**src/rtl/ucfc_pkg.sv**
```systemverilog
// shared types, codes and constants of the utf-8 character fold and classify core
package ucfc_pkg;

  // lead byte masks and patterns
  localparam logic [7:0] ASCII_MASK = 8'h80;
  localparam logic [7:0] ASCII_PAT  = 8'h00;
  localparam logic [7:0] LEAD2_MASK = 8'hE0;
  localparam logic [7:0] LEAD2_PAT  = 8'hC0;
  localparam logic [7:0] LEAD3_MASK = 8'hF0;
  localparam logic [7:0] LEAD3_PAT  = 8'hE0;
  localparam logic [7:0] LEAD4_MASK = 8'hF8;
  localparam logic [7:0] LEAD4_PAT  = 8'hF0;

  // continuation counts set by a lead byte
  localparam logic [1:0] EXTRA_ONE   = 2'd1;
  localparam logic [1:0] EXTRA_TWO   = 2'd2;
  localparam logic [1:0] EXTRA_THREE = 2'd3;

  // character lengths
  localparam logic [2:0] LEN_ONE = 3'd1;

  // accent ranges, packed two-byte forms of the lowercase letters
  localparam logic [31:0] ACC_A_LO = 32'h0000_C3A0;
  localparam logic [31:0] ACC_A_HI = 32'h0000_C3A3;
  localparam logic [31:0] ACC_E_LO = 32'h0000_C3A8;
  localparam logic [31:0] ACC_E_HI = 32'h0000_C3AA;
  localparam logic [31:0] ACC_I_LO = 32'h0000_C3AC;
  localparam logic [31:0] ACC_I_HI = 32'h0000_C3AD;
  localparam logic [31:0] ACC_O_LO = 32'h0000_C3B2;
  localparam logic [31:0] ACC_O_HI = 32'h0000_C3B5;
  localparam logic [31:0] ACC_U_LO = 32'h0000_C3B9;
  localparam logic [31:0] ACC_U_HI = 32'h0000_C3BA;
  localparam logic [31:0] ACC_CEDIL = 32'h0000_C3A7;

  // offset between upper and lower case
  localparam logic [31:0] CASE_OFFSET = 32'h0000_0020;

  // ascii codes used by folding and classification
  localparam logic [31:0] CH_A_UP  = 32'd65;
  localparam logic [31:0] CH_Z_UP  = 32'd90;
  localparam logic [31:0] CH_A_LOW = 32'd97;
  localparam logic [31:0] CH_Z_LOW = 32'd122;
  localparam logic [31:0] CH_C_LOW = 32'd99;
  localparam logic [31:0] CH_E_LOW = 32'd101;
  localparam logic [31:0] CH_I_LOW = 32'd105;
  localparam logic [31:0] CH_O_LOW = 32'd111;
  localparam logic [31:0] CH_U_LOW = 32'd117;
  localparam logic [31:0] CH_ZERO  = 32'd48;
  localparam logic [31:0] CH_NINE  = 32'd57;
  localparam logic [31:0] CH_UNDER = 32'd95;

  // separators
  localparam logic [31:0] SEP_SPACE  = 32'h20;
  localparam logic [31:0] SEP_TAB    = 32'h09;
  localparam logic [31:0] SEP_LF     = 32'h0A;
  localparam logic [31:0] SEP_CR     = 32'h0D;
  localparam logic [31:0] SEP_DASH   = 32'h2D;
  localparam logic [31:0] SEP_DQUOTE = 32'h22;
  localparam logic [31:0] SEP_LBRACK = 32'h5B;
  localparam logic [31:0] SEP_RBRACK = 32'h5D;
  localparam logic [31:0] SEP_LPAREN = 32'h28;
  localparam logic [31:0] SEP_RPAREN = 32'h29;
  localparam logic [31:0] SEP_PERIOD = 32'h2E;
  localparam logic [31:0] SEP_COMMA  = 32'h2C;
  localparam logic [31:0] SEP_COLON  = 32'h3A;
  localparam logic [31:0] SEP_SEMI   = 32'h3B;
  localparam logic [31:0] SEP_QUEST  = 32'h3F;
  localparam logic [31:0] SEP_EXCL   = 32'h21;
  localparam logic [31:0] SEP_LDQUO  = 32'hE2_809C;
  localparam logic [31:0] SEP_RDQUO  = 32'hE2_809D;
  localparam logic [31:0] SEP_ENDASH = 32'hE2_8093;
  localparam logic [31:0] SEP_ELLIP  = 32'hE2_80A6;

  // completed character between assembler and classifier
  typedef struct packed {
    logic [31:0] raw_char;
    logic [2:0]  char_len;
    logic        bad_lead;
  } char_stage_t;

  // classification of a completed character
  typedef struct packed {
    logic [31:0] folded_char;
    logic        is_separator;
    logic        is_word_char;
  } char_class_t;

endpackage

```
**src/rtl/ucfc_if.sv**
```systemverilog
// valid/ready channel interfaces for input bytes and result characters
interface ucfc_byte_if;
  logic       valid;
  logic       ready;
  logic [7:0] in_byte;

  modport source (output valid, output in_byte, input ready);
  modport sink (input valid, input in_byte, output ready);
endinterface

interface ucfc_char_if;
  logic        valid;
  logic        ready;
  logic [31:0] raw_char;
  logic [31:0] folded_char;
  logic [2:0]  char_len;
  logic        is_separator;
  logic        is_word_char;
  logic        bad_lead;

  modport source (output valid, output raw_char, output folded_char, output char_len,
                  output is_separator, output is_word_char, output bad_lead, input ready);
  modport sink (input valid, input raw_char, input folded_char, input char_len,
                input is_separator, input is_word_char, input bad_lead, output ready);
endinterface

```
**src/rtl/ucfc_assemble.sv**
```systemverilog
// byte assembler: lead decode, continuation shift and the completed-character register
module ucfc_assemble (
  input  logic                  clk,
  input  logic                  rst,
  ucfc_byte_if.sink             in_ch,
  input  logic                  adv,
  output ucfc_pkg::char_stage_t stage,
  output logic                  stage_valid
);
  import ucfc_pkg::*;

  logic [31:0] char_accum, char_accum_next;
  logic [1:0]  bytes_left, bytes_left_next;
  logic [2:0]  char_count, char_count_next;
  logic        take;
  logic        emit;
  char_stage_t emit_char;
  logic [31:0] shifted;
  logic [2:0]  count_inc;
  logic [1:0]  left_dec;

  // the stage register frees up when its item moves on
  assign in_ch.ready = !stage_valid || adv;
  assign take        = in_ch.valid && in_ch.ready;

  assign shifted   = {char_accum[23:0], in_ch.in_byte};
  assign count_inc = char_count + 3'd1;
  assign left_dec  = bytes_left - 2'd1;

  // next state and completed character for the byte on the input
  always_comb begin
    char_accum_next = char_accum;
    bytes_left_next = bytes_left;
    char_count_next = char_count;
    emit            = 1'b0;
    emit_char       = '{raw_char: {24'd0, in_ch.in_byte}, char_len: LEN_ONE, bad_lead: 1'b0};
    if (bytes_left != 2'd0) begin
      // continuation, shifted in unchecked
      bytes_left_next = left_dec;
      if (left_dec == 2'd0) begin
        emit            = 1'b1;
        emit_char       = '{raw_char: shifted, char_len: count_inc, bad_lead: 1'b0};
        char_accum_next = '0;
        char_count_next = '0;
      end else begin
        char_accum_next = shifted;
        char_count_next = count_inc;
      end
    end else if ((in_ch.in_byte & ASCII_MASK) == ASCII_PAT) begin
      emit = 1'b1;
    end else if ((in_ch.in_byte & LEAD2_MASK) == LEAD2_PAT) begin
      char_accum_next = {24'd0, in_ch.in_byte};
      bytes_left_next = EXTRA_ONE;
      char_count_next = LEN_ONE;
    end else if ((in_ch.in_byte & LEAD3_MASK) == LEAD3_PAT) begin
      char_accum_next = {24'd0, in_ch.in_byte};
      bytes_left_next = EXTRA_TWO;
      char_count_next = LEN_ONE;
    end else if ((in_ch.in_byte & LEAD4_MASK) == LEAD4_PAT) begin
      char_accum_next = {24'd0, in_ch.in_byte};
      bytes_left_next = EXTRA_THREE;
      char_count_next = LEN_ONE;
    end else begin
      // stray continuation or invalid lead goes out alone
      emit               = 1'b1;
      emit_char.bad_lead = 1'b1;
    end
  end

  // assembly state
  always_ff @(posedge clk) begin
    if (rst) begin
      char_accum <= '0;
      bytes_left <= '0;
      char_count <= '0;
    end else if (take) begin
      char_accum <= char_accum_next;
      bytes_left <= bytes_left_next;
      char_count <= char_count_next;
    end
  end

  // completed-character stage
  always_ff @(posedge clk) begin
    if (rst) begin
      stage_valid <= 1'b0;
    end else if (take) begin
      stage_valid <= emit;
    end else if (adv) begin
      stage_valid <= 1'b0;
    end
  end

  always_ff @(posedge clk) begin
    if (take && emit) begin
      stage <= emit_char;
    end
  end

  // no count left over between characters
  assert property (@(posedge clk) disable iff (rst)
    (bytes_left == 2'd0) |-> (char_count == 3'd0))
    else $error("byte count set with no continuation pending");

  // a character never spans more than four bytes
  assert property (@(posedge clk) disable iff (rst)
    ({2'b00, bytes_left} + {1'b0, char_count}) <= 4'd4)
    else $error("character longer than four bytes");

  // a bad lead byte always leaves as a single byte
  assert property (@(posedge clk) disable iff (rst)
    (stage_valid && stage.bad_lead) |-> (stage.char_len == LEN_ONE &&
                                         stage.raw_char[31:8] == 24'd0))
    else $error("bad lead item longer than one byte");

  // a held stage item keeps its value until it moves on
  assert property (@(posedge clk) disable iff (rst)
    (stage_valid && !adv) |=> (stage_valid && $stable(stage)))
    else $error("stage item changed while stalled");
endmodule

```
**src/rtl/ucfc_classify.sv**
```systemverilog
// accent folding, lowercasing and separator / word-character classification
module ucfc_classify (
  input  ucfc_pkg::char_stage_t stage,
  output ucfc_pkg::char_class_t cls
);
  import ucfc_pkg::*;

  logic [31:0] raw;
  logic [31:0] raw_up;
  logic [31:0] acc_raw, acc_up;
  logic        hit_raw, hit_up;
  logic [31:0] unaccented;
  logic [31:0] folded;
  logic        sep, word;

  // accent lookup on one packed value
  function automatic logic [32:0] accent_fold(input logic [31:0] c);
    logic [32:0] r;
    r = {1'b0, c};
    if (c >= ACC_A_LO && c <= ACC_A_HI) begin
      r = {1'b1, CH_A_LOW};
    end else if (c >= ACC_E_LO && c <= ACC_E_HI) begin
      r = {1'b1, CH_E_LOW};
    end else if (c >= ACC_I_LO && c <= ACC_I_HI) begin
      r = {1'b1, CH_I_LOW};
    end else if (c >= ACC_O_LO && c <= ACC_O_HI) begin
      r = {1'b1, CH_O_LOW};
    end else if (c >= ACC_U_LO && c <= ACC_U_HI) begin
      r = {1'b1, CH_U_LOW};
    end else if (c == ACC_CEDIL) begin
      r = {1'b1, CH_C_LOW};
    end
    return r;
  endfunction

  assign raw    = stage.raw_char;
  assign raw_up = raw + CASE_OFFSET;

  // lowercase accented form first, then the uppercase one
  assign {hit_raw, acc_raw} = accent_fold(raw);
  assign {hit_up, acc_up}   = accent_fold(raw_up);

  always_comb begin
    if (hit_raw) begin
      unaccented = acc_raw;
    end else if (hit_up) begin
      unaccented = acc_up;
    end else begin
      unaccented = raw;
    end
  end

  // ascii lowercasing
  assign folded = (unaccented >= CH_A_UP && unaccented <= CH_Z_UP) ?
                  unaccented + CASE_OFFSET : unaccented;

  // separator set
  always_comb begin
    sep = folded inside {SEP_SPACE, SEP_TAB, SEP_LF, SEP_CR, SEP_DASH, SEP_DQUOTE,
                         SEP_LBRACK, SEP_RBRACK, SEP_LPAREN, SEP_RPAREN, SEP_PERIOD,
                         SEP_COMMA, SEP_COLON, SEP_SEMI, SEP_QUEST, SEP_EXCL,
                         SEP_LDQUO, SEP_RDQUO, SEP_ENDASH, SEP_ELLIP};
  end

  // word characters
  assign word = (folded >= CH_A_LOW && folded <= CH_Z_LOW) ||
                (folded >= CH_ZERO && folded <= CH_NINE) ||
                (folded == CH_UNDER);

  // flags are cleared for a bad lead
  assign cls.folded_char  = folded;
  assign cls.is_separator = sep && !stage.bad_lead;
  assign cls.is_word_char = word && !stage.bad_lead;
endmodule

```
**src/rtl/utf8_char_fold_classify_core.sv**
```systemverilog
// top level of the utf-8 character fold and classify core
//
//  channel   dir   handshake     payload
//  in_ch     in    valid/ready   in_byte[7:0]
//  out_ch    out   valid/ready   raw_char, folded_char, char_len, is_separator,
//                                is_word_char, bad_lead
//
// one byte is taken every cycle while the output side keeps up; a character
// passes from its last byte into the assembler stage register, then through
// the fold/classify logic into the output register.
// bytes that do not finish a character produce no item.
// rst is synchronous and clears assembly state and both valid flags.
// a stalled output holds its item; the stage behind it keeps one more, and
// in_ch.ready falls only when both are full.
module utf8_char_fold_classify_core (
  input  logic        clk,
  input  logic        rst,
  ucfc_byte_if.sink   in_ch,
  ucfc_char_if.source out_ch
);
  import ucfc_pkg::*;

  char_stage_t stage;
  char_class_t cls;
  logic        stage_valid;
  logic        adv;

  // output register takes a new item when empty or being drained
  assign adv = !out_ch.valid || out_ch.ready;

  ucfc_assemble u_assemble (
    .clk         (clk),
    .rst         (rst),
    .in_ch       (in_ch),
    .adv         (adv),
    .stage       (stage),
    .stage_valid (stage_valid)
  );

  ucfc_classify u_classify (
    .stage (stage),
    .cls   (cls)
  );

  // output valid
  always_ff @(posedge clk) begin
    if (rst) begin
      out_ch.valid <= 1'b0;
    end else if (adv) begin
      out_ch.valid <= stage_valid;
    end
  end

  // output payload
  always_ff @(posedge clk) begin
    if (adv && stage_valid) begin
      out_ch.raw_char     <= stage.raw_char;
      out_ch.folded_char  <= cls.folded_char;
      out_ch.char_len     <= stage.char_len;
      out_ch.is_separator <= cls.is_separator;
      out_ch.is_word_char <= cls.is_word_char;
      out_ch.bad_lead     <= stage.bad_lead;
    end
  end
endmodule

```
**src/flat_wrapper.sv**
```systemverilog
// flat-port wrapper written by rule: the top's interface ports become plain ports
module utf8_char_fold_classify_core_flat import ucfc_pkg::*;
  (clk, rst, in_ch_valid, in_ch_in_byte, in_ch_ready, out_ch_valid, out_ch_raw_char, out_ch_folded_char, out_ch_char_len, out_ch_is_separator, out_ch_is_word_char, out_ch_bad_lead, out_ch_ready);
  ucfc_byte_if in_ch_i ();
  ucfc_char_if out_ch_i ();
  input  logic clk;
  input  logic rst;
  input wire logic [$bits(in_ch_i.valid)-1:0] in_ch_valid;
  input wire logic [$bits(in_ch_i.in_byte)-1:0] in_ch_in_byte;
  output wire logic [$bits(in_ch_i.ready)-1:0] in_ch_ready;
  output wire logic [$bits(out_ch_i.valid)-1:0] out_ch_valid;
  output wire logic [$bits(out_ch_i.raw_char)-1:0] out_ch_raw_char;
  output wire logic [$bits(out_ch_i.folded_char)-1:0] out_ch_folded_char;
  output wire logic [$bits(out_ch_i.char_len)-1:0] out_ch_char_len;
  output wire logic [$bits(out_ch_i.is_separator)-1:0] out_ch_is_separator;
  output wire logic [$bits(out_ch_i.is_word_char)-1:0] out_ch_is_word_char;
  output wire logic [$bits(out_ch_i.bad_lead)-1:0] out_ch_bad_lead;
  input wire logic [$bits(out_ch_i.ready)-1:0] out_ch_ready;
  assign in_ch_i.valid = in_ch_valid;
  assign in_ch_i.in_byte = in_ch_in_byte;
  assign in_ch_ready = in_ch_i.ready;
  assign out_ch_valid = out_ch_i.valid;
  assign out_ch_raw_char = out_ch_i.raw_char;
  assign out_ch_folded_char = out_ch_i.folded_char;
  assign out_ch_char_len = out_ch_i.char_len;
  assign out_ch_is_separator = out_ch_i.is_separator;
  assign out_ch_is_word_char = out_ch_i.is_word_char;
  assign out_ch_bad_lead = out_ch_i.bad_lead;
  assign out_ch_i.ready = out_ch_ready;
  utf8_char_fold_classify_core u_core (.clk(clk), .rst(rst), .in_ch(in_ch_i), .out_ch(out_ch_i));
endmodule
```
**config.mk**
```make
export PLATFORM = sky130hd
export DESIGN_NAME = utf8_char_fold_classify_core_flat
export DESIGN_NICKNAME = d
export VERILOG_FILES = /design/src/rtl/ucfc_pkg.sv /design/src/rtl/ucfc_if.sv /design/src/rtl/ucfc_assemble.sv /design/src/rtl/ucfc_classify.sv /design/src/rtl/utf8_char_fold_classify_core.sv /design/src/flat_wrapper.sv
export SDC_FILE = /design/constraint.sdc
export NUM_CORES = 1
export LEC_CHECK = 0
export BUFFER_PORTS_ARGS = -buffer_cell sky130_fd_sc_hd__buf_2
export CAP_MARGIN = 10
export CELL_PAD_IN_SITES_DETAIL_PLACEMENT = 0
export CELL_PAD_IN_SITES_GLOBAL_PLACEMENT = 1
export CORE_MARGIN = 2
export CORE_UTILIZATION = 50
export CTS_CLUSTER_SIZE = 40
export DETAILED_ROUTE_END_ITERATION = 12
export GPL_ROUTABILITY_DRIVEN = 0
export GPL_TIMING_DRIVEN = 0
export PLACE_DENSITY_LB_ADDON = 0.2
export REMOVE_ABC_BUFFERS = 1
export SLEW_MARGIN = 30
export SYNTH_ARGS = -nofsm -noshare
export SYNTH_HDL_FRONTEND = slang
export SYNTH_SLANG_ARGS = --single-unit
```
**constraint.sdc**
```tcl
create_clock -name clk -period 11.6 [get_ports clk]
set_input_delay 2.32 -clock clk [delete_from_list [all_inputs] [get_ports clk]]
set_output_delay 2.32 -clock clk [all_outputs]
set_load 0.02 [all_outputs]
```
* Word level (Yosys, flattened, before mapping)
Cells that the tools add are included. Widths: inputs -> output; s select.
Storage, ports and cells: output and inout bits 72, flip-flop bits (word level) 137, word-level logic and storage cells 148
Operators by class: reduce and logical (&&, ||, !) cells 33, order comparisons 26, equal/unequal tests 27, mux-type cells 43, $add $sub $neg 4
Operators with widths (number):
- $mux 33 | 12
- $eq 32x6->1 const B | 11
- $ge 32x16->1 const B | 10
- $le 32x16->1 const B | 10
- $mux 24 | 6
- $eq 32x24->1 const B | 4
- $eq 32x4->1 const B | 3
- $eq 32x7->1 const B | 3
- $mux 32 | 3
- $add 32x6->32 const B | 2
- $eq 32x16->1 const B | 2
- $ge 32x7->1 const B | 2
- $le 32x7->1 const B | 2
- $ge 32x6->1 const B | 1
- $le 32x6->1 const B | 1
- $reduce_bool 20->1 | 1
- $logic_and 1x1->1 | 18
- $mux 3 | 6
- $mux 1 | 10
- $mux 2 | 5
- $logic_not 8->1 | 1
- $eq 5x5->1 const B | 1
- $eq 4x4->1 const B | 1
- $logic_or 1x1->1 | 4
- other kinds (11) | 14

* Longest topological paths before layout
Gate-level depths: netlist (run 1).
word-level depth 18, depth in mapped cells 19, depth with buffers taken out 16

* Cells and area by module
Synthesis (run 1) repeated with hierarchy kept, for this count alone.
Second synthesis, totals: cell total of the unflattened synthesis 568, area, all modules 6797.8 um^2
Modules (own cells, without submodules):
- ucfc_assemble | cells an instance 162, area each 2393.5 um^2, times used 1, seq. area each 1681.6 um^2
- ucfc_classify | cells an instance 331, area each 2247.2 um^2, times used 1, seq. area each 0.0 um^2
- utf8_char_fold_classify_core | cells an instance 75, area each 2157.1 um^2, times used 1, seq. area each 2122.0 um^2

* Worst setup path after synthesis (run 1)
No wires, ideal clock.
path type input to register, from in out_ch_ready, to reg u_core.out_ch.bad_lead, enable pin, slack 5584 ps, data required time 11093 ps, arrival 5509 ps, stages 2, path through nor2b_1 -> nor2b_1
Between the ends: cells in the longest elaborated chain, start to end 2
Ends and longest elaborated chain:
- from (decl) | line flat_wrapper.sv:18 | input wire logic [$bits(out_ch_i.ready)-1:0] out_ch_ready;
- $logic_or 1x1->1 | line utf8_char_fold_classify_core.sv:29 | assign adv = !out_ch.valid || out_ch.ready;
- $logic_and 1x1->1 | line utf8_char_fold_classify_core.sv:56 | if (adv && stage_valid) begin
- to (decl) | line ucfc_if.sv:22 | output is_separator, output is_word_char, output bad_lead, input ready);
No other way between the ends. A chain may end at the register's enable or synchronous reset.

* Final worst setup path (run 1)
from in out_ch_ready, to out in_ch_ready
Between the ends: cells in the longest elaborated chain, start to end 2
Ends and longest elaborated chain:
- $logic_or 1x1->1 | line utf8_char_fold_classify_core.sv:29
- $logic_or 1x1->1 | line ucfc_assemble.sv:23 | assign in_ch.ready = !stage_valid || adv;
- to (decl) | line flat_wrapper.sv:10 | output wire logic [$bits(in_ch_i.ready)-1:0] in_ch_ready;
No other way between the ends.

==> out/results.ini, run 1 <==
[cells_and_area]
stdcell_count = 868
antenna-diode-count = 0
layout.nets = 696
drive_above_1_share_pct = 22.54
sequential_cell_area_um2 = 3804
multi_input_area_um2 = 2796
fill_cells = 1123
area_growth_pct = 16.22

[die]
pin_count = 84
coreArea_um2 = 13350
initial_core_util_pct = 51.42
die_y_um = 121.2
chipWidth_um = 121.2
dieArea_um2 = 14680
num_rows = 42

[power_and_ir_drop]
power_density_nw_per_um2 = 156.7
p_clk_share_pct = 41.6
total_power_w = 0.001250
p_leak_nw = 2.789
ir_drop_mv = 0.1021
p_int_w = 0.0009240
power.switching_w = 0.0003259
p_comb_share_pct = 10.5
sw_frac_of_total_pct = 26.07
seqPwrFrac_pct = 48.0

[setup_path]
cp.arrival_ns = 3.03
worstPathMaxFanout = 4
crit_path_start_kind = input pin
cp.required_ns = 9.28
r2r_cells = 14
critical_path_class = in2out
timing.rr.start = u_core.u_assemble.stage[10]
end_kind = output port
rrSetupSlack_ns = 6.46
r2r-end = u_core.out_ch.is_separator

[placement]
port_buffers = 83
dp_hpwl_um = 10300
place_inst = 836

[min_path]
holdPathEnd = u_core.out_ch.char_len[0]
hold_path.class = reg2reg
min-delay-start = u_core.u_assemble.stage[1]
whs_path_depth = 0

[cts]
clkTransAtPathRegs_ns = 0.06
cts_sinks = 137
cts_tree = done
htreeDepth = 4
cts_buffers = 17
post_cts_buffers = 0
cts_buffer_depth = 2
clkLatencyLatePin_ns = 0.42
cts-hold-fix-buffers = 0
root_buffer = clkbuf_16
cts_resized = 0

[global_routing]
grt_pass1_wl_um = 24580
grt_pass1_vias = 4840
grt_max_degree = 32
overflow = 0
grt_use_total_pct = 21.81
grt_antenna_before_repair = 0

[sta]
setup_viol = 0
tightestPinTransition_ns = 0.9282
tns_ns = 0
fin_skew_ns = 0.006976
post-route-min-period_ns = 5.352
drv_slew = 0
slew-limit-headroom_pct = 38.04
fin_crit_sh_pct = 46.14
rsz0062_at_grt = false
fmax_mhz = 186.8
hold_viol_final = 0

[yosys]
synth_edf_count = 106
ys_ff_latch = 137
synth_seq_area_share_pct = 55.41
syn_area_per_cell_um2 = 10.98
synth.top_cell.area_share_pct = 46.37
synth_common_cells = edfxtp_1 (106), nand2_1 (49), clkbuf_1 (42)
async_flop_share_pct = 0
synthDistinctLibCells = 87
synth_cells = 625
yosysMostFrequentCell = edfxtp_1
synth_area_um2 = 6864
synth_area_leaders = edfxtp_1 (46%), dfxtp_1 (9.0%), and2_1 (3.1%)
yosysWarnings = 0
synth-main-ff-cell = edfxtp_1
synth_largest_area_cell = edfxtp_1

[detailed_routing]
ant_nets = 0
avgViaCountPerCell = 5.997
dr.pass1.iters = 4
drt_iter0_markers = 398
wl_um = 15290
routedWlPerCell_um = 17.61
vias = 5205
drc = 0

[run_status]
status = completed

[job]
drv_cap = 0

-- layout by cell type, fill, tap and decap left out, drive strengths merged, types with 3 or more instances in the layout --
cell type and count:
o211ai 3, a21o 5, dfxtp 31, nand3 38
clkbuf 22, nand2b 3, xnor2 7, xor2 4
and3b 3, o31ai 6, buf 88, nor3 9
inv 19, a211oi 7, and2 34, nor2 34
ha 5, and4 10, o22ai 3, nand4 21
a31oi 5, o31a 6, or3 16, a21oi 43
or2 5, nor2b 9, o21a 3, or4 7
mux2i 3, nand4b 4, nand3b 4, nand2 49
edfxtp 106, nor4 14, a211o 5, o21ai 13
clkinv 4, and3 5
-- flip-flops by register name, indices dropped and copies added, names as in the netlist --
register	count
u_core.out_ch.bad_lead	1
u_core.out_ch.char_len	3
u_core.out_ch.folded_char	32
u_core.out_ch.is_separator	1
u_core.out_ch.is_word_char	1
u_core.out_ch.raw_char	32
u_core.out_ch.valid	1
u_core.u_assemble.bytes_left	2
u_core.u_assemble.char_accum	24
u_core.u_assemble.char_count	3
u_core.u_assemble.stage	36
u_core.u_assemble.stage_valid	1
-- cells by family (layout without fill, tap and decap cells) --
| logic type | count (synthesis) | count (layout) | synth area share, % |
|---|---|---|---|
| AND/OR/NAND/NOR | 272 | 272 | 23.53 |
| AO/OA/AOI/OAI | 128 | 128 | 13.73 |
| flip-flops | 137 | 137 | 55.41 |
| buffers and inverters | 67 | 134 | 4.138 |
| XOR/XNOR | 11 | 11 | 1.513 |
| multiplexers | 5 | 5 | 0.7656 |
| adder cells (fa/ha/maj) | 5 | 5 | 0.9114 |
-- stage by stage --
step	hold slack, ns	setup WS [ns]	cell area [um2]	util, %
global route	0.4429	6.081	7978	59.77
CTS	0.4218	6.235	7978	59.77
finish	0.4203	6.248	7978	59.77
detailed placement	0.4074	6.242	7393	55.39
floorplan	0.4003	5.584	6633	-
global placement	0.4056	4.405	7268	54.45
-- power by group through the flow --
stage | Combinational (W) | Sequential [W] | Clock (W)
after floorplan | 0.0000689 | 0.000617 | 0
after global placement | 0.000120 | 0.000611 | 0
after detailed placement | 0.000130 | 0.000609 | 0
after CTS | 0.000132 | 0.000599 | 0.000530
after global routing | 0.000144 | 0.000604 | 0.000550
final | 0.000131 | 0.000600 | 0.000519
-- how the worst max path moves through the flow --
| stage | from | endpoint | slack, ns |
|---|---|---|---|
| detailed placement | out_ch_ready | in_ch_ready | 6.24 |
| global route | u_core.u_assemble.stage[10] | u_core.out_ch.is_separator | 6.08 |
| global placement | out_ch_ready | u_core.out_ch.folded_char[16] | 4.41 |
| CTS | out_ch_ready | in_ch_ready | 6.24 |
| finish | out_ch_ready | in_ch_ready | 6.25 |
| floorplan | out_ch_ready | u_core.out_ch.bad_lead | 5.58 |
-- cell type report --
cell class / count / share of cell area [%]
sequential: 137 / 47.68
multi-input combinational: 421 / 35.05
timing repair buffer: 88 / 6.524
clock buffer: 22 / 6.368
tap: 176 / 2.760
clock inverter: 10 / 0.9567
inverter: 14 / 0.6587
-- metal layers --
layer	part of all wire (%)	GRT usage, %
met2	48	34.41
met3	5.7	4.511
met4	1.8	8.908
met5	0	0
met1	45	29.51
-- worst max-delay path, cell delays in order --
cell	delay, ns
buf_2	0.10
nor2b_1	0.30
nand2_1	0.14
buf_2	0.18
No activity file was read; power rests on OpenSTA's default activity.
==> run 2, diff against run 1 <==
--- a/config.mk
+++ b/config.mk
@@ -5,12 +5,13 @@
 export SDC_FILE = /design/constraint.sdc
 export NUM_CORES = 1
 export LEC_CHECK = 0
+export ABC_AREA = 1
 export BUFFER_PORTS_ARGS = -buffer_cell sky130_fd_sc_hd__buf_2
 export CAP_MARGIN = 10
 export CELL_PAD_IN_SITES_DETAIL_PLACEMENT = 0
 export CELL_PAD_IN_SITES_GLOBAL_PLACEMENT = 1
 export CORE_MARGIN = 2
-export CORE_UTILIZATION = 50
+export CORE_UTILIZATION = 40
 export CTS_CLUSTER_SIZE = 40
 export DETAILED_ROUTE_END_ITERATION = 12
 export GPL_ROUTABILITY_DRIVEN = 0
==> constraint.sdc (replaced) <==
create_clock -name clk -period 4.8 [get_ports clk]
set_input_delay 0.96 -clock clk [delete_from_list [all_inputs] [get_ports clk]]
set_output_delay 0.96 -clock clk [all_outputs]
set_load 0.02 [all_outputs]
==> run 2 against run 1 <==
Effect of this change: clock-buffer cell count is 3 lower; synthesized cell count grew 60%; critical path depth rose by 17; sequential power up 150%; setup slack worse by 5.7 ns; synthesized area is 15% higher; register-to-register slack got worse by 5.9 ns; sequential share of layout area is 6.1 points lower; combinational power rose to 3.5 times the previous value; global-route usage down 0.25 points; via count is 30% higher; largest cell class unchanged; largest power group unchanged.
==> out/results.ini, run 2 <==
[run_status]
status = completed

[yosys]
synth_common_cells = nand2_1 (231), nor2_1 (165), inv_1 (122)
synth_cells = 999
synth-compound-area-share_pct = 8.138
synthSimpleGateAreaFrac_pct = 34.64
yosysMostFrequentCell = nand2_1
synth_adder_area_share_pct = 0.7916
synth-xor-area-share_pct = 0.2217
synth-main-ff-cell = edfxtp_1
synth_largest_area_cell = edfxtp_1
synth_area_um2 = 7903
yosysWarnings = 0
synth_area_leaders = edfxtp_1 (40%), nand2_1 (11%), dfxtp_1 (7.9%)
synth_edf_count = 106
syn_area_per_cell_um2 = 7.910
synth_top_family_by_area = simple AND/OR/NAND/NOR gates
synth.top_cell.area_share_pct = 40.28
synthMuxAreaShare_pct = 0
synthDistinctLibCells = 42
async_flop_share_pct = 0
ys_ff_latch = 137
synth_seq_area_share_pct = 48.13

[sta]
fin_ws_ns = 0.5375
fin_crit_sh_pct = 88.80
hold_viol_final = 0
post-route-min-period_ns = 4.263
fmax_mhz = 234.6
tightestPinTransition_ns = 0.7988
fin_skew_ns = 0.01789
slew-limit-headroom_pct = 46.56
setup_viol = 0
rsz0062_at_grt = false
drv_slew = 0

[cts]
cts_buffer_depth = 2
clkTransAtPathRegs_ns = 0.06
cts_resized = 0
root_buffer = clkbuf_16
htreeDepth = 4
cts_tree = done
post_cts_buffers = 0
clkLatencyLatePin_ns = 0.43
cts-hold-fix-buffers = 0
cts_buffers = 17
cts_sinks = 137

[detailed_routing]
wl_um = 21200
dr.pass1.iters = 5
ant_nets = 0
drc = 0
drt_iter0_markers = 551
routedWlPerCell_um = 15.75
vias = 6768
avgViaCountPerCell = 5.028

[power_and_ir_drop]
power.switching_w = 0.001008
seqPwrFrac_pct = 45.6
p_comb_share_pct = 14.3
p_leak_nw = 3.696
sw_frac_of_total_pct = 31.08
power_density_nw_per_um2 = 354.2
ir_drop_mv = 0.2622
p_clk_share_pct = 40.1
p_int_w = 0.002235

[placement]
place_inst = 1314
dp_slack_ns = 0.6291
dp_hpwl_um = 15790
port_buffers = 83

[die]
dieArea_um2 = 20900
initial_core_util_pct = 40.74
die_y_um = 144.6
coreArea_um2 = 19400
chipWidth_um = 144.6
num_rows = 51
pin_count = 84

[cells_and_area]
final_common_cell = nand2_1
fill_cells = 1951
largest_reg_flops = 36
drive_above_1_share_pct = 19.06
area_growth_pct = 15.85
layout.nets = 1085
largest_registers = u_core.u_assemble.stage (36), u_core.out_ch.folded_char (32), u_core.out_ch.raw_char (32)
top_register = u_core.u_assemble.stage
mostFrequentLayoutCells = nand2_1 (230), nor2_1 (165), inv_1 (121)
stdcell_count = 1346
antenna-diode-count = 0

[setup_path]
worstPathMaxFanout = 8
critical_path_class = reg2reg
crit_path_start_kind = flop
cp.required_ns = 5.07
end_kind = flop
cp.arrival_ns = 4.54

[global_routing]
grt_antenna_before_repair = 0
overflow = 0
grt_use_total_pct = 21.56
grt_pass1_wl_um = 34060
grt_max_degree = 47
grt_pass1_vias = 6346

[min_path]
hold_path.class = reg2reg

[job]
drv_cap = 0

==> run 2: changes by cell type after synthesis, sizes merged, moves of 13 or more <==
cell / change
a21oi: +13
and2: -32
inv: +117
nand2: +211
nand3: +41
nor2: +159
o21ai: +19
or3: -16
==> run 2: final timing paths <==
kind	from	to	slack, ns	cells past startpoint
worst max-delay path	u_core.u_assemble.stage[32]	u_core.out_ch.is_word_char	0.54	21
worst min-delay path	u_core.u_assemble.stage[2]	u_core.out_ch.char_len[1]	0.43	0
worst max register to register	u_core.u_assemble.stage[32]	u_core.out_ch.is_word_char	0.54	21
worst min register to register	u_core.u_assemble.stage[2]	u_core.out_ch.char_len[1]	0.43	0
==> run 2: logic make-up after synthesis <==
family                   Yosys count
AO/OA/AOI/OAI                    112
XOR/XNOR                           2
adder cells (fa/ha/maj)            5
buffers and inverters            168
flip-flops                       137
AND/OR/NAND/NOR                  575
==> run 2: stage by stage <==
step	setup TNS, ns	area [um2]	total power (W)	util [%]	hold slack, ns
after floorplan	-8.344	7760	0.001799	-	0.4003
after detailed placement	0	8578	0.001966	44.22	0.4284
after global routing	0	9155	0.003384	47.19	0.4344
after CTS	0	9155	0.003263	47.19	0.4308
after global placement	-122.28	8507	0.001965	43.85	0.4027
final	0	9155	0.003242	47.19	0.4317
==> run 2: power by group through the flow <==
stage	Sequential (W)	Clock (W)	Combinational, W
final	0.00148	0.00130	0.000463
after global routing	0.00149	0.00137	0.000521
after CTS	0.00148	0.00132	0.000465
after detailed placement	0.00150	0	0.000462
after global placement	0.00151	0	0.000452
after floorplan	0.00152	0	0.000281
==> run 2: metal layers <==
metal,part of all wire (%),wire length [um],global-route usage (%),up-vias
li1,-,-,-,3399
met1,48,10180,31.01,3103
met2,45,9451,33.15,239
met3,6.0,1268,3.841,27
met4,1.4,303,6.592,0
met5,0,0,0,-
==> run 2: area by class of cell <==
cell class                 count  area, um2  area share [%]
clock buffer                  19      454.2           4.961
clock inverter                13      122.6           1.339
inverter                     132      495.5           5.412
multi-input combinational    694       3475           37.95
sequential                   137       3804           41.55
tap                          265      331.6           3.622
timing repair buffer          86      473.0           5.166
==> run 2: worst max-delay path: stages (launching register included) <==
cell      delay, ns
edfxtp_1       0.51
nor2_1         0.25
nand2_1        0.09
nor2_1         0.39
nand2_1        0.31
nor2_1         0.36
nand2_1        0.17
a21oi_1        0.20
nand4_2        0.22
nor2_8         0.21
nand2_1        0.15
inv_1          0.10
nand2_1        0.11
ha_1           0.32
nand3_2        0.11
nand2_4        0.13
nand2_1        0.06
nor2_1         0.08
nand3_1        0.09
nand2_1        0.08
nand2_1        0.05
a21oi_1        0.11
